### src/design/egb_pkg.sv
`timescale 1ns / 1ps
package egb_pkg;

  localparam int ArmW       = 6;
  localparam int EstW       = 24;
  localparam int CntW       = 16;
  localparam int RewardW    = 16;
  localparam int DrawW      = 16;
  localparam int StepW      = 16;
  localparam int CfgIdxW    = 2;
  localparam int CfgDataW   = 16;
  localparam int DefaultArms = 10;
  localparam int ArmCodes   = 1 << ArmW;

  localparam logic [CfgIdxW-1:0] CfgExploreThreshold = 2'd0;
  localparam logic [CfgIdxW-1:0] CfgUpdateMode       = 2'd1;
  localparam logic [CfgIdxW-1:0] CfgStepSize         = 2'd2;

  localparam logic [DrawW-1:0] ThresholdReset = 16'd6554;
  localparam logic [StepW-1:0] StepSizeReset  = 16'd6554;

  localparam logic ModeSampleAvg = 1'b0;
  localparam logic ModeConstStep = 1'b1;

  localparam logic KindFirst = 1'b0;

  typedef struct packed {
    logic                      kind;
    logic signed [RewardW-1:0] reward;
    logic [DrawW-1:0]          random_draw;
    logic [ArmW-1:0]           random_arm;
  } egb_in_t;

  typedef struct packed {
    logic [ArmW-1:0]        chosen_arm;
    logic                   explored;
    logic signed [EstW-1:0] updated_estimate;
  } egb_out_t;

  // Data passed along the row of arm cells
  typedef struct packed {
    logic                   best_vld;
    logic signed [EstW-1:0] best_est;
    logic [ArmW-1:0]        best_arm;
    logic signed [EstW-1:0] fetch_est;
    logic [CntW-1:0]        fetch_cnt;
  } egb_link_t;

  typedef struct packed {
    logic                   clear;
    logic                   wr_en;
    logic [ArmW-1:0]        wr_arm;
    logic signed [EstW-1:0] wr_est;
    logic [CntW-1:0]        wr_cnt;
    logic [ArmW-1:0]        sel_arm;
  } egb_cell_ctl_t;

  typedef struct packed {
    logic                      start;
    logic                      mode;
    logic [StepW-1:0]          step;
    logic signed [RewardW-1:0] reward;
    logic signed [EstW-1:0]    est;
    logic [CntW-1:0]           cnt;
  } egb_upd_req_t;

  typedef struct packed {
    logic                   done;
    logic signed [EstW-1:0] est;
    logic [CntW-1:0]        cnt;
  } egb_upd_rsp_t;

  typedef logic [ArmCodes-1:0][ArmW-1:0] arm_tab_t;

  // random_arm mod arms for every possible code, built at elaboration
  function automatic arm_tab_t arm_mod_table(int arms);
    arm_tab_t tab;
    int       r;
    r = 0;
    for (int i = 0; i < ArmCodes; i++) begin
      tab[i] = ArmW'(r);
      r = r + 1;
      if (r == arms) r = 0;
    end
    return tab;
  endfunction

endpackage

### src/design/egb_cell.sv
`timescale 1ns / 1ps
module egb_cell #(
  parameter int INDEX = 0
) (
  input  logic                  clk_i,
  input  logic                  rst_ni,
  input  egb_pkg::egb_cell_ctl_t ctl_i,
  input  egb_pkg::egb_link_t    link_i,
  output egb_pkg::egb_link_t    link_o
);
  import egb_pkg::*;

  localparam logic [ArmW-1:0] MyArm = ArmW'(INDEX);

  logic signed [EstW-1:0] est_q;
  logic [CntW-1:0]        cnt_q;
  egb_link_t              link_d, link_q;

  always_ff @(posedge clk_i or negedge rst_ni) begin
    if (!rst_ni) begin
      est_q <= '0;
      cnt_q <= '0;
    end else if (ctl_i.clear) begin
      est_q <= '0;
      cnt_q <= '0;
    end else if (ctl_i.wr_en && ctl_i.wr_arm == MyArm) begin
      est_q <= ctl_i.wr_est;
      cnt_q <= ctl_i.wr_cnt;
    end
  end

  // strict compare keeps the lowest index on a tie
  always_comb begin
    link_d = link_i;
    if (!link_i.best_vld || est_q > link_i.best_est) begin
      link_d.best_vld = 1'b1;
      link_d.best_est = est_q;
      link_d.best_arm = MyArm;
    end
    if (ctl_i.sel_arm == MyArm) begin
      link_d.fetch_est = est_q;
      link_d.fetch_cnt = cnt_q;
    end
  end

  always_ff @(posedge clk_i) begin
    link_q <= link_d;
  end

  assign link_o = link_q;

endmodule

### src/design/egb_update.sv
`timescale 1ns / 1ps
module egb_update (
  input  logic                 clk_i,
  input  logic                 rst_ni,
  input  egb_pkg::egb_upd_req_t req_i,
  output egb_pkg::egb_upd_rsp_t rsp_o
);
  import egb_pkg::*;

  localparam int DiffW   = EstW + 1;
  localparam int AdjW    = EstW + 2;
  localparam int ProdW   = DiffW + StepW + 1;
  localparam int BitCntW = $clog2(DiffW);

  localparam logic [2:0] U_IDLE = 3'd0;
  localparam logic [2:0] U_PREP = 3'd1;
  localparam logic [2:0] U_DIV  = 3'd2;
  localparam logic [2:0] U_MUL  = 3'd3;
  localparam logic [2:0] U_DADJ = 3'd4;
  localparam logic [2:0] U_SUM  = 3'd5;
  localparam logic [2:0] U_DONE = 3'd6;

  logic [2:0]              state_q;
  logic                    mode_q;
  logic [StepW-1:0]        step_q;
  logic signed [EstW-1:0]  est_q;
  logic [CntW-1:0]         cnt_q;
  logic signed [DiffW-1:0] diff_q;
  logic                    neg_q;
  logic [DiffW-1:0]        num_q;
  logic [CntW-1:0]         rem_q;
  logic [DiffW-1:0]        quot_q;
  logic [BitCntW-1:0]      bit_q;
  logic signed [ProdW-1:0] prod_q;
  logic signed [AdjW-1:0]  adj_q;
  logic signed [EstW-1:0]  res_q;

  logic [CntW:0]           rem_sh;
  logic                    rem_ge;
  logic [CntW:0]           rem_sub;
  logic signed [AdjW-1:0]  prod_hi;
  logic                    prod_rnd;
  logic signed [AdjW-1:0]  est_ext;

  assign rem_sh  = {rem_q, num_q[DiffW-1]};
  assign rem_ge  = rem_sh >= {1'b0, cnt_q};
  assign rem_sub = rem_sh - {1'b0, cnt_q};

  // toward-zero truncation: bump a negative product that has fraction bits
  assign prod_hi  = prod_q[ProdW-1:StepW];
  assign prod_rnd = prod_q[ProdW-1] && (|prod_q[StepW-1:0]);
  assign est_ext  = {{(AdjW-EstW){est_q[EstW-1]}}, est_q};

  always_ff @(posedge clk_i or negedge rst_ni) begin
    if (!rst_ni) begin
      state_q <= U_IDLE;
    end else begin
      unique case (state_q)
        U_IDLE:  if (req_i.start) state_q <= U_PREP;
        U_PREP:  state_q <= (mode_q == ModeConstStep) ? U_MUL : U_DIV;
        U_DIV:   if (bit_q == '0) state_q <= U_DADJ;
        U_MUL:   state_q <= U_SUM;
        U_DADJ:  state_q <= U_SUM;
        U_SUM:   state_q <= U_DONE;
        U_DONE:  state_q <= U_IDLE;
        default: state_q <= U_IDLE;
      endcase
    end
  end

  always_ff @(posedge clk_i) begin
    case (state_q)
      U_IDLE: begin
        if (req_i.start) begin
          mode_q <= req_i.mode;
          step_q <= req_i.step;
          est_q  <= req_i.est;
          diff_q <= $signed({{(DiffW-RewardW){req_i.reward[RewardW-1]}}, req_i.reward})
                  - $signed({req_i.est[EstW-1], req_i.est});
          if (req_i.mode == ModeSampleAvg && req_i.cnt != '1) begin
            cnt_q <= req_i.cnt + CntW'(1);
          end else begin
            cnt_q <= req_i.cnt;
          end
        end
      end
      U_PREP: begin
        neg_q  <= diff_q[DiffW-1];
        num_q  <= diff_q[DiffW-1] ? DiffW'(-diff_q) : DiffW'(diff_q);
        rem_q  <= '0;
        quot_q <= '0;
        bit_q  <= BitCntW'(DiffW - 1);
        prod_q <= diff_q * $signed({1'b0, step_q});
      end
      U_DIV: begin
        num_q <= {num_q[DiffW-2:0], 1'b0};
        bit_q <= bit_q - BitCntW'(1);
        if (rem_ge) begin
          rem_q  <= rem_sub[CntW-1:0];
          quot_q <= {quot_q[DiffW-2:0], 1'b1};
        end else begin
          rem_q  <= rem_sh[CntW-1:0];
          quot_q <= {quot_q[DiffW-2:0], 1'b0};
        end
      end
      U_MUL: begin
        adj_q <= prod_hi + AdjW'(prod_rnd);
      end
      U_DADJ: begin
        adj_q <= neg_q ? -$signed({1'b0, quot_q}) : $signed({1'b0, quot_q});
      end
      U_SUM: begin
        res_q <= EstW'(est_ext + adj_q);
      end
      default: ;
    endcase
  end

  assign rsp_o.done = (state_q == U_DONE);
  assign rsp_o.est  = res_q;
  assign rsp_o.cnt  = cnt_q;

endmodule

### src/design/epsilon_greedy_bandit_agent.sv
`timescale 1ns / 1ps
// Channel  Direction  Signals                                      Carries
// in       input      in_valid_i / in_ready_o / in_data_i          one step request
// out      output     out_valid_o / out_ready_i / out_data_o       chosen arm, new estimate
// cfg      input      cfg_we_i / cfg_idx_i / cfg_wdata_i           register write, no wait
//
// First-step request: the accept, then the hand-off. Later step: the previous arm is fetched
// along the cell row, the update unit runs (its serial divider for sample average, a multiply
// for constant step), then an argmax runs along the row when exploiting, before the hand-off.
// One request is worked on at a time; the next is taken while the result waits in the output
// register, and the hand-off stalls while that register is full. Reset clears all arm state
// at once.
module epsilon_greedy_bandit_agent #(
  parameter int ARMS = egb_pkg::DefaultArms
) (
  input  logic                          clk_i,
  input  logic                          rst_ni,
  input  logic                          in_valid_i,
  output logic                          in_ready_o,
  input  egb_pkg::egb_in_t              in_data_i,
  output logic                          out_valid_o,
  input  logic                          out_ready_i,
  output egb_pkg::egb_out_t             out_data_o,
  input  logic                          cfg_we_i,
  input  logic [egb_pkg::CfgIdxW-1:0]   cfg_idx_i,
  input  logic [egb_pkg::CfgDataW-1:0]  cfg_wdata_i
);
  import egb_pkg::*;

  localparam int       ScanW  = $clog2(ARMS + 1);
  localparam arm_tab_t ModTab = arm_mod_table(ARMS);

  localparam logic [2:0] S_IDLE  = 3'd0;
  localparam logic [2:0] S_FETCH = 3'd1;
  localparam logic [2:0] S_UPD   = 3'd2;
  localparam logic [2:0] S_SCAN  = 3'd3;
  localparam logic [2:0] S_DONE  = 3'd4;

  logic [DrawW-1:0]          thr_q;
  logic                      mode_q;
  logic [StepW-1:0]          step_q;

  logic [2:0]                state_q;
  logic [ScanW-1:0]          scan_q;
  logic [ArmW-1:0]           last_arm_q;
  logic signed [RewardW-1:0] reward_q;
  logic [DrawW-1:0]          draw_q;
  logic [ArmW-1:0]           rarm_q;
  logic [ArmW-1:0]           res_arm_q;
  logic                      res_expl_q;
  logic signed [EstW-1:0]    res_est_q;
  logic                      out_valid_q;
  egb_out_t                  out_data_q;

  logic                      in_acc;
  logic                      out_free;
  egb_cell_ctl_t             cell_ctl;
  egb_link_t                 link [ARMS+1];
  egb_upd_req_t              upd_req;
  egb_upd_rsp_t              upd_rsp;

  always_ff @(posedge clk_i or negedge rst_ni) begin
    if (!rst_ni) begin
      thr_q  <= ThresholdReset;
      mode_q <= ModeSampleAvg;
      step_q <= StepSizeReset;
    end else if (cfg_we_i) begin
      unique case (cfg_idx_i)
        CfgExploreThreshold: thr_q  <= cfg_wdata_i[DrawW-1:0];
        CfgUpdateMode:       mode_q <= cfg_wdata_i[0];
        CfgStepSize:         step_q <= cfg_wdata_i[StepW-1:0];
        default: ;
      endcase
    end
  end

  assign in_ready_o = (state_q == S_IDLE);
  assign in_acc     = in_valid_i && in_ready_o;
  assign out_free   = !out_valid_q || out_ready_i;

  assign link[0] = '0;

  for (genvar g = 0; g < ARMS; g++) begin : g_cell
    egb_cell #(
      .INDEX(g)
    ) u_cell (
      .clk_i  (clk_i),
      .rst_ni (rst_ni),
      .ctl_i  (cell_ctl),
      .link_i (link[g]),
      .link_o (link[g+1])
    );
  end

  always_comb begin
    cell_ctl.clear   = in_acc && (in_data_i.kind == KindFirst);
    cell_ctl.wr_en   = (state_q == S_UPD) && upd_rsp.done;
    cell_ctl.wr_arm  = last_arm_q;
    cell_ctl.wr_est  = upd_rsp.est;
    cell_ctl.wr_cnt  = upd_rsp.cnt;
    cell_ctl.sel_arm = last_arm_q;
  end

  always_comb begin
    upd_req.start  = (state_q == S_FETCH) && (scan_q == '0);
    upd_req.mode   = mode_q;
    upd_req.step   = step_q;
    upd_req.reward = reward_q;
    upd_req.est    = link[ARMS].fetch_est;
    upd_req.cnt    = link[ARMS].fetch_cnt;
  end

  egb_update u_update (
    .clk_i  (clk_i),
    .rst_ni (rst_ni),
    .req_i  (upd_req),
    .rsp_o  (upd_rsp)
  );

  always_ff @(posedge clk_i or negedge rst_ni) begin
    if (!rst_ni) begin
      state_q     <= S_IDLE;
      scan_q      <= '0;
      last_arm_q  <= '0;
      out_valid_q <= 1'b0;
    end else begin
      if (state_q == S_DONE && out_free) begin
        out_valid_q <= 1'b1;
      end else if (out_ready_i) begin
        out_valid_q <= 1'b0;
      end
      unique case (state_q)
        S_IDLE: begin
          if (in_acc) begin
            scan_q  <= ScanW'(ARMS);
            state_q <= (in_data_i.kind == KindFirst) ? S_DONE : S_FETCH;
          end
        end
        S_FETCH: begin
          if (scan_q == '0) state_q <= S_UPD;
          else scan_q <= scan_q - ScanW'(1);
        end
        S_UPD: begin
          if (upd_rsp.done) begin
            scan_q  <= ScanW'(ARMS);
            state_q <= (draw_q > thr_q) ? S_SCAN : S_DONE;
          end
        end
        S_SCAN: begin
          if (scan_q == '0) state_q <= S_DONE;
          else scan_q <= scan_q - ScanW'(1);
        end
        S_DONE: begin
          if (out_free) begin
            last_arm_q  <= res_arm_q;
            state_q     <= S_IDLE;
          end
        end
        default: state_q <= S_IDLE;
      endcase
    end
  end

  always_ff @(posedge clk_i) begin
    case (state_q)
      S_IDLE: begin
        if (in_acc) begin
          reward_q   <= in_data_i.reward;
          draw_q     <= in_data_i.random_draw;
          rarm_q     <= ModTab[in_data_i.random_arm];
          res_arm_q  <= ModTab[in_data_i.random_arm];
          res_expl_q <= 1'b1;
          res_est_q  <= '0;
        end
      end
      S_UPD: begin
        if (upd_rsp.done) begin
          res_est_q  <= upd_rsp.est;
          res_arm_q  <= rarm_q;
          res_expl_q <= 1'b1;
        end
      end
      S_SCAN: begin
        if (scan_q == '0) begin
          res_arm_q  <= link[ARMS].best_arm;
          res_expl_q <= 1'b0;
        end
      end
      S_DONE: begin
        if (out_free) begin
          out_data_q.chosen_arm       <= res_arm_q;
          out_data_q.explored         <= res_expl_q;
          out_data_q.updated_estimate <= res_est_q;
        end
      end
      default: ;
    endcase
  end

  assign out_valid_o = out_valid_q;
  assign out_data_o  = out_data_q;

endmodule

### config.mk
export PLATFORM = sky130hd
export DESIGN_NAME = epsilon_greedy_bandit_agent
export DESIGN_NICKNAME = d
export VERILOG_FILES = /design/src/design/egb_pkg.sv /design/src/design/egb_cell.sv /design/src/design/egb_update.sv /design/src/design/epsilon_greedy_bandit_agent.sv
export SDC_FILE = /design/constraint.sdc
export NUM_CORES = 2
export LEC_CHECK = 0
export ABC_CLOCK_PERIOD_IN_PS = 12600
export BUFFER_PORTS_ARGS = -buffer_cell sky130_fd_sc_hd__buf_2
export CORE_ASPECT_RATIO = 0.6
export CORE_MARGIN = 2
export CORE_UTILIZATION = 35
export CTS_CLUSTER_DIAMETER = 150
export DETAILED_ROUTE_END_ITERATION = 8
export PLACE_DENSITY = 0.52
export SLEW_MARGIN = 15
export SYNTH_ARGS = -nofsm -noshare
export SYNTH_HDL_FRONTEND = slang
export SYNTH_HIERARCHICAL = 1
export SYNTH_SLANG_ARGS = --single-unit
### constraint.sdc
create_clock -name clk_i -period 12.6 [get_ports clk_i]
set_input_delay 2.52 -clock clk_i [delete_from_list [all_inputs] [get_ports clk_i]]
set_output_delay 2.52 -clock clk_i [all_outputs]
set_load 0.01 [all_outputs]
### Yosys cells after proc, flatten, opt, wreduce, memory -nomap -nowiden

Memory sizes are Yosys's and may differ from the RTL's.
Cells that the tools add are included.

| storage, ports and cells | value |
|---|---|
| memory bits (read-only) | 384 |
| latch bits | 0 |
| memories kept | 1 |
| input bits | 62 |
| register bits after elaboration | 1471 |
| output and inout port bits | 33 |
| word-level logic and storage cells | 319 |
| RAM bits | 0 |

Memory list:

| memory | words | bits a word | rd ports | clocked after memory_dff | write ports | line | source |
|---|---|---|---|---|---|---|---|
| (no name shown) | 64 | 6 | 1 | 0 | 0 | epsilon_greedy_bandit_agent.sv:171 | `res_arm_q <= ModTab[in_data_i.random_arm];` |

| operators by class | value |
|---|---|
| div/mod/pow operators | 0 |
| shifts and indexed selects | 0 |
| multiplexer cells | 97 |
| add/subtract/negate cells | 9 |
| equal/unequal tests | 30 |
| reduce and logical (&&, ||, !) cells | 71 |
| multiply operators | 1 |
| bitwise operators | 2 |
| magnitude comparators | 12 |

Operators by type and width:

| cell | number |
|---|---|
| two-way mux 24 bit | 23 |
| two-way mux 40 bit | 9 |
| two-way mux 16 bit | 22 |
| two-way mux 30 bit | 8 |
| greater-than comparator 24 bit | 9 |
| one-hot mux 24 bit (2 select lines) | 3 |
| one-hot mux 25 bit (2 select lines) | 1 |
| multiplier 25 x 17 -> 42 bit | 1 |
| one-hot mux 16 bit (2 select lines) | 1 |
| one-hot mux 3 bit (5 select lines) | 2 |
| nonzero test 2 bit | 14 |
| two-way mux 3 bit | 9 |
| two-way mux 25 bit | 1 |
| negator 25 bit | 1 |
| subtractor 16 x 24 -> 25 bit | 1 |
| adder 24 x 1 -> 24 bit | 1 |
| adder 24 bit | 1 |
| equality test 6 x 3 -> 1 bit, second input constant | 4 |
| two-way mux 6 bit | 4 |
| negator 24 bit | 1 |
| one-hot mux 6 bit (3 select lines) | 1 |
| >= comparator 17 x 16 -> 1 bit | 1 |
| logical AND 1 bit | 17 |
| adder 16 x 1 -> 16 bit, second input constant | 1 |
| other kinds (36) | 86 |

### Depth between registers and ports, before layout

| logic depth | value |
|---|---|
| depth in word-level cells | 5 |
| gate-level depth with buffers | 25 |

### Hierarchy

Netlist, hierarchy kept.

Modules (own cells, without submodules):

| module | cells each | times used | area an instance (um2) |
|---|---|---|---|
| egb_update | 2888 | 1 | 27881.7 |
| egb_cell (g_cell[5].u_cell ...) | 626 | 3 | 5509.0 |
| egb_cell (g_cell[4].u_cell ...) | 628 | 2 | 5545.3 |
| egb_cell (g_cell[1].u_cell ...) | 627 | 2 | 5529.1 |
| epsilon_greedy_bandit_agent | 418 | 1 | 5914.4 |
| egb_cell (g_cell[7].u_cell) | 625 | 1 | 5591.6 |
| egb_cell (g_cell[0].u_cell) | 627 | 1 | 5571.6 |
| egb_cell (g_cell[3].u_cell) | 626 | 1 | 5506.5 |

### Worst setup path before layout

Ideal clock, no wire load.

| timing | value |
|---|---|
| path kind | reg2reg |
| start point | reg scan_q[0] |
| end point | reg u_update.cnt_q[0], enable pin |
| stages on the path, launching flop included | 7 |
| buffers on the path | 0 |
| data arrival time | 9667 ps |
| slack | 2180 ps |
| setup time | 753 ps |
| cell sequence | dfrtp_1 inv_1 ha_1 nor3b_4 nand2_1 nor3_1 nor4b_1 |

RTL lines:

| what | line | source |
|---|---|---|
| from (decl) | epsilon_greedy_bandit_agent.sv:44 | `logic [ScanW-1:0] scan_q;` |
| from (signal assigned) | epsilon_greedy_bandit_agent.sv:135 | `scan_q <= ScanW'(ARMS);` |
| from (signal assigned) | epsilon_greedy_bandit_agent.sv:141 | `else scan_q <= scan_q - ScanW'(1);` |
| from (signal assigned) | epsilon_greedy_bandit_agent.sv:145 | `scan_q <= ScanW'(ARMS);` |
| to (signal assigned) | egb_update.sv:81 | `cnt_q <= req_i.cnt + CntW'(1);` |
| to (signal assigned) | egb_update.sv:83 | `cnt_q <= req_i.cnt;` |
| to (decl) | egb_update.sv:27 | `logic [CntW-1:0] cnt_q;` |

### Worst setup path in the final report

| timing | value |
|---|---|
| start point | reg u_update.step_q[6] |
| end point | reg u_update.prod_q[41], data pin |

| between the ends | value |
|---|---|
| longest elaborated chain between the ends | 1 |

Ends and longest elaborated chain:

| what | line | source |
|---|---|---|
| from (decl) | egb_update.sv:25 | `logic [StepW-1:0] step_q;` |
| from (signal assigned) | egb_update.sv:76 | `step_q <= req_i.step;` |
| multiplier 25 x 17 -> 42 bit | egb_update.sv:93 | `prod_q <= diff_q * $signed({1'b0, step_q});` |
| to (signal assigned) | egb_update.sv:93 |  |
| to (decl) | egb_update.sv:34 | `logic signed [ProdW-1:0] prod_q;` |

Every way passes these cells.
A chain may end at the register's enable or synchronous reset.

==> results.json <==
{
  "status": "finished, final reports clean",
  "die_w_um": 649,
  "clock-sinks": 1475,
  "cp-end-kind": "flip-flop",
  "core_region_area_um2": 249000,
  "area_growth_pct": 9.99,
  "clock_latency_ns": 0.86,
  "peakVddDrop_mv": 0.616,
  "num_vias": 68500,
  "die_h_um": 391,
  "synth_area_um2": 87400,
  "setup_tns_ns": 0,
  "placed_cell_area_um2": 90900,
  "worst_ep_required_time_ns": 13.20,
  "grt_max_degree": 160,
  "hold_path.class": "flip-flop to flip-flop",
  "grt_pass1_wl_um": 413000,
  "setup_viol": 0,
  "tightestPinTransition_ns": 1.28,
  "post-route-min-period_ns": 7.94,
  "clk_pin_slew_worst_paths_ns": 0.07,
  "period_share": 0.630,
  "place_hpwl_um": 195000,
  "routed_via_density": 5.42,
  "power_density_nw_per_um2": 294,
  "final_area_um2": 96100,
  "gp_congestion": 0.881,
  "fin_nets": 10100,
  "cts_inserted_buffers": 160,
  "drv_cap": 0,
  "drive_gt1_frac": 0.105,
  "htree_levels": 4,
  "remaining_drc_errors": 0,
  "grt_usage": 0.211,
  "io_pins": 95,
  "relSlewSlack": 0.146,
  "rows": 142,
  "drt_iter0_markers": 7457,
  "leakagePower_uw": 0.0405,
  "grt-ovfl-total": 0,
  "drt_wl_total_um": 274000,
  "portBuffers": 94,
  "dieArea_um2": 254000,
  "cts_tree": "yes",
  "hold_viol": 0,
  "synth.avg_cell_area_um2": 9.37,
  "crit_type": "flip-flop to flip-flop",
  "rsz0062_at_grt": "no",
  "skew_ns": 0.0955,
  "setup_slack_ns": 4.66,
  "ant_nets": 0,
  "syn_inst": 9325,
  "start_util": 0.351,
  "clock.fmax_ghz": 0.126,
  "dp_worst_setup_slack_ns": 4.93,
  "hold_ws_ns": 0.421,
  "cts_root_buf": "clkbuf_16",
  "first_pass_iters": 7,
  "yosysWarnings": 6,
  "critPathMaxFanout": 25,
  "postCtsHoldBufs": 0,
  "cts_resized": 0,
  "cts_setup_buffers": 0,
  "cp.arrival_ns": 8.53,
  "antenna_found_initial": 27,
  "wl_per_cell_um": 21.7,
  "drv_slew": 0,
  "grt_pass1_vias": 64700,
  "timing.critical_path.from_type": "flip-flop",
  "clk_path_buf_depth": 4
}
[per-layer routing]
| metal | GRT usage | wire (um) | vias up |
|---|---|---|---|
| li1 | - | - | 31600 |
| met1 | 0.355 | 142000 | 34100 |
| met2 | 0.269 | 101000 | 2514 |
| met3 | 0.0424 | 26500 | 263 |
| met4 | 0.0362 | 3910 | 4 |
| met5 | 0 | 19 | - |
[cell usage in the layout, fill, tap and decap left out, types with 14 or more instances in the layout]
| cell | count |
|---|---|
| clkbuf_16 | 163 |
| buf_4 | 122 |
| fa_1 | 394 |
| mux2_2 | 406 |
| clkbuf_1 | 39 |
| and3_1 | 262 |
| o211ai_1 | 15 |
| a2bb2oi_1 | 154 |
| conb_1 | 131 |
| or3_1 | 38 |
| xnor2_1 | 110 |
| xor2_1 | 65 |
| nand4_1 | 451 |
| and4_1 | 21 |
| clkinv_2 | 27 |
| nand3_1 | 58 |
| a21oi_1 | 678 |
| nand3b_1 | 217 |
| nor3b_1 | 53 |
| a211o_1 | 16 |
| dfstp_2 | 14 |
| and2_1 | 194 |
| edfxtp_1 | 340 |
| o21ai_0 | 291 |
| nor2b_1 | 78 |
| dfrtp_1 | 436 |
| a21o_1 | 44 |
| o21ai_1 | 124 |
| o31ai_1 | 16 |
| ha_1 | 424 |
| clkbuf_8 | 19 |
| a31oi_1 | 54 |
| inv_1 | 855 |
| dfxtp_1 | 679 |
| nor2_1 | 150 |
| nand2b_1 | 20 |
| buf_2 | 93 |
| nor3_1 | 218 |
| nand2_1 | 1537 |
[layout make-up]
type / count / area [um2]
Multi-Input combinational cell: 6490 / 46900
Clock buffer: 221 / 4490
Clock inverter: 60 / 637
Inverter: 860 / 3230
Antenna cell: 7 / 17.5
Timing Repair Buffer: 220 / 1470
Fill cell: 24500 / 153000
Tap cell: 3312 / 4140
Sequential cell: 1475 / 35200
[metrics by stage]
step                      instances  total power [uW]  utilization
after floorplan                9446             18500            -
after global routing          12600             29900        0.386
after detailed placement      12400             23100        0.365
after global placement        12400             22700        0.365
after CTS                     12600             27900        0.386
final                         12600             28300        0.386
[critical path, stage by stage, from the launching register on]
cell,delay (ns)
edfxtp_1,1.01
and2_1,0.26
fa_1,0.41
inv_1,0.08
fa_1,0.43
fa_1,0.51
fa_1,0.55
inv_1,0.06
fa_1,0.47
inv_1,0.05
fa_1,0.47
inv_1,0.05
ha_1,0.33
nand2_1,0.09
a211oi_1,0.54
o21ai_0,0.33
a2111oi_2,1.01
nor3_1,0.30
nor4_2,0.44
or3_1,0.19
nand3_1,0.07
[where the power goes]
group          switching, uW  total [uW]  internal (uW)  leakage [uW]
sequential              1030        7620           6590        0.0150
clock                   2060        4780           2720       0.00252
combinational          10700       15900           5180        0.0230
total                  13800       28300          14500        0.0405
[registers in the layout, summed over array words and instances (netlist names), 24 cells and up]
name	cells
u_update/res_q	24
u_update/num_q	25
u_update/quot_q	24
u_update/adj_q	24
g_cell.u_cell/est_q	240
u_update/prod_q	41
g_cell.u_cell/link_o	685
u_update/diff_q	25
u_update/est_q	24
out_data_o	31
g_cell.u_cell/cnt_q	160
res_est_q	24
[path summary, 6_finish.rpt]
kind	cells past startpoint	startpoint	slack, ns	to
worst max-delay path	20	u_update/step_q[6]	4.66	u_update/prod_q[41]
worst min register to register	0	res_est_q[8]	0.42	out_data_o[8]
min in group asynchronous	1	rst_ni	1.74	g_cell[3].u_cell/est_q[0]
worst max register to register	20	u_update/step_q[6]	4.66	u_update/prod_q[41]
worst min-delay path	0	res_est_q[8]	0.42	out_data_o[8]
max in group asynchronous	3	rst_ni	8.65	g_cell[2].u_cell/cnt_q[2]
No activity file was read; power rests on OpenSTA's default activity.
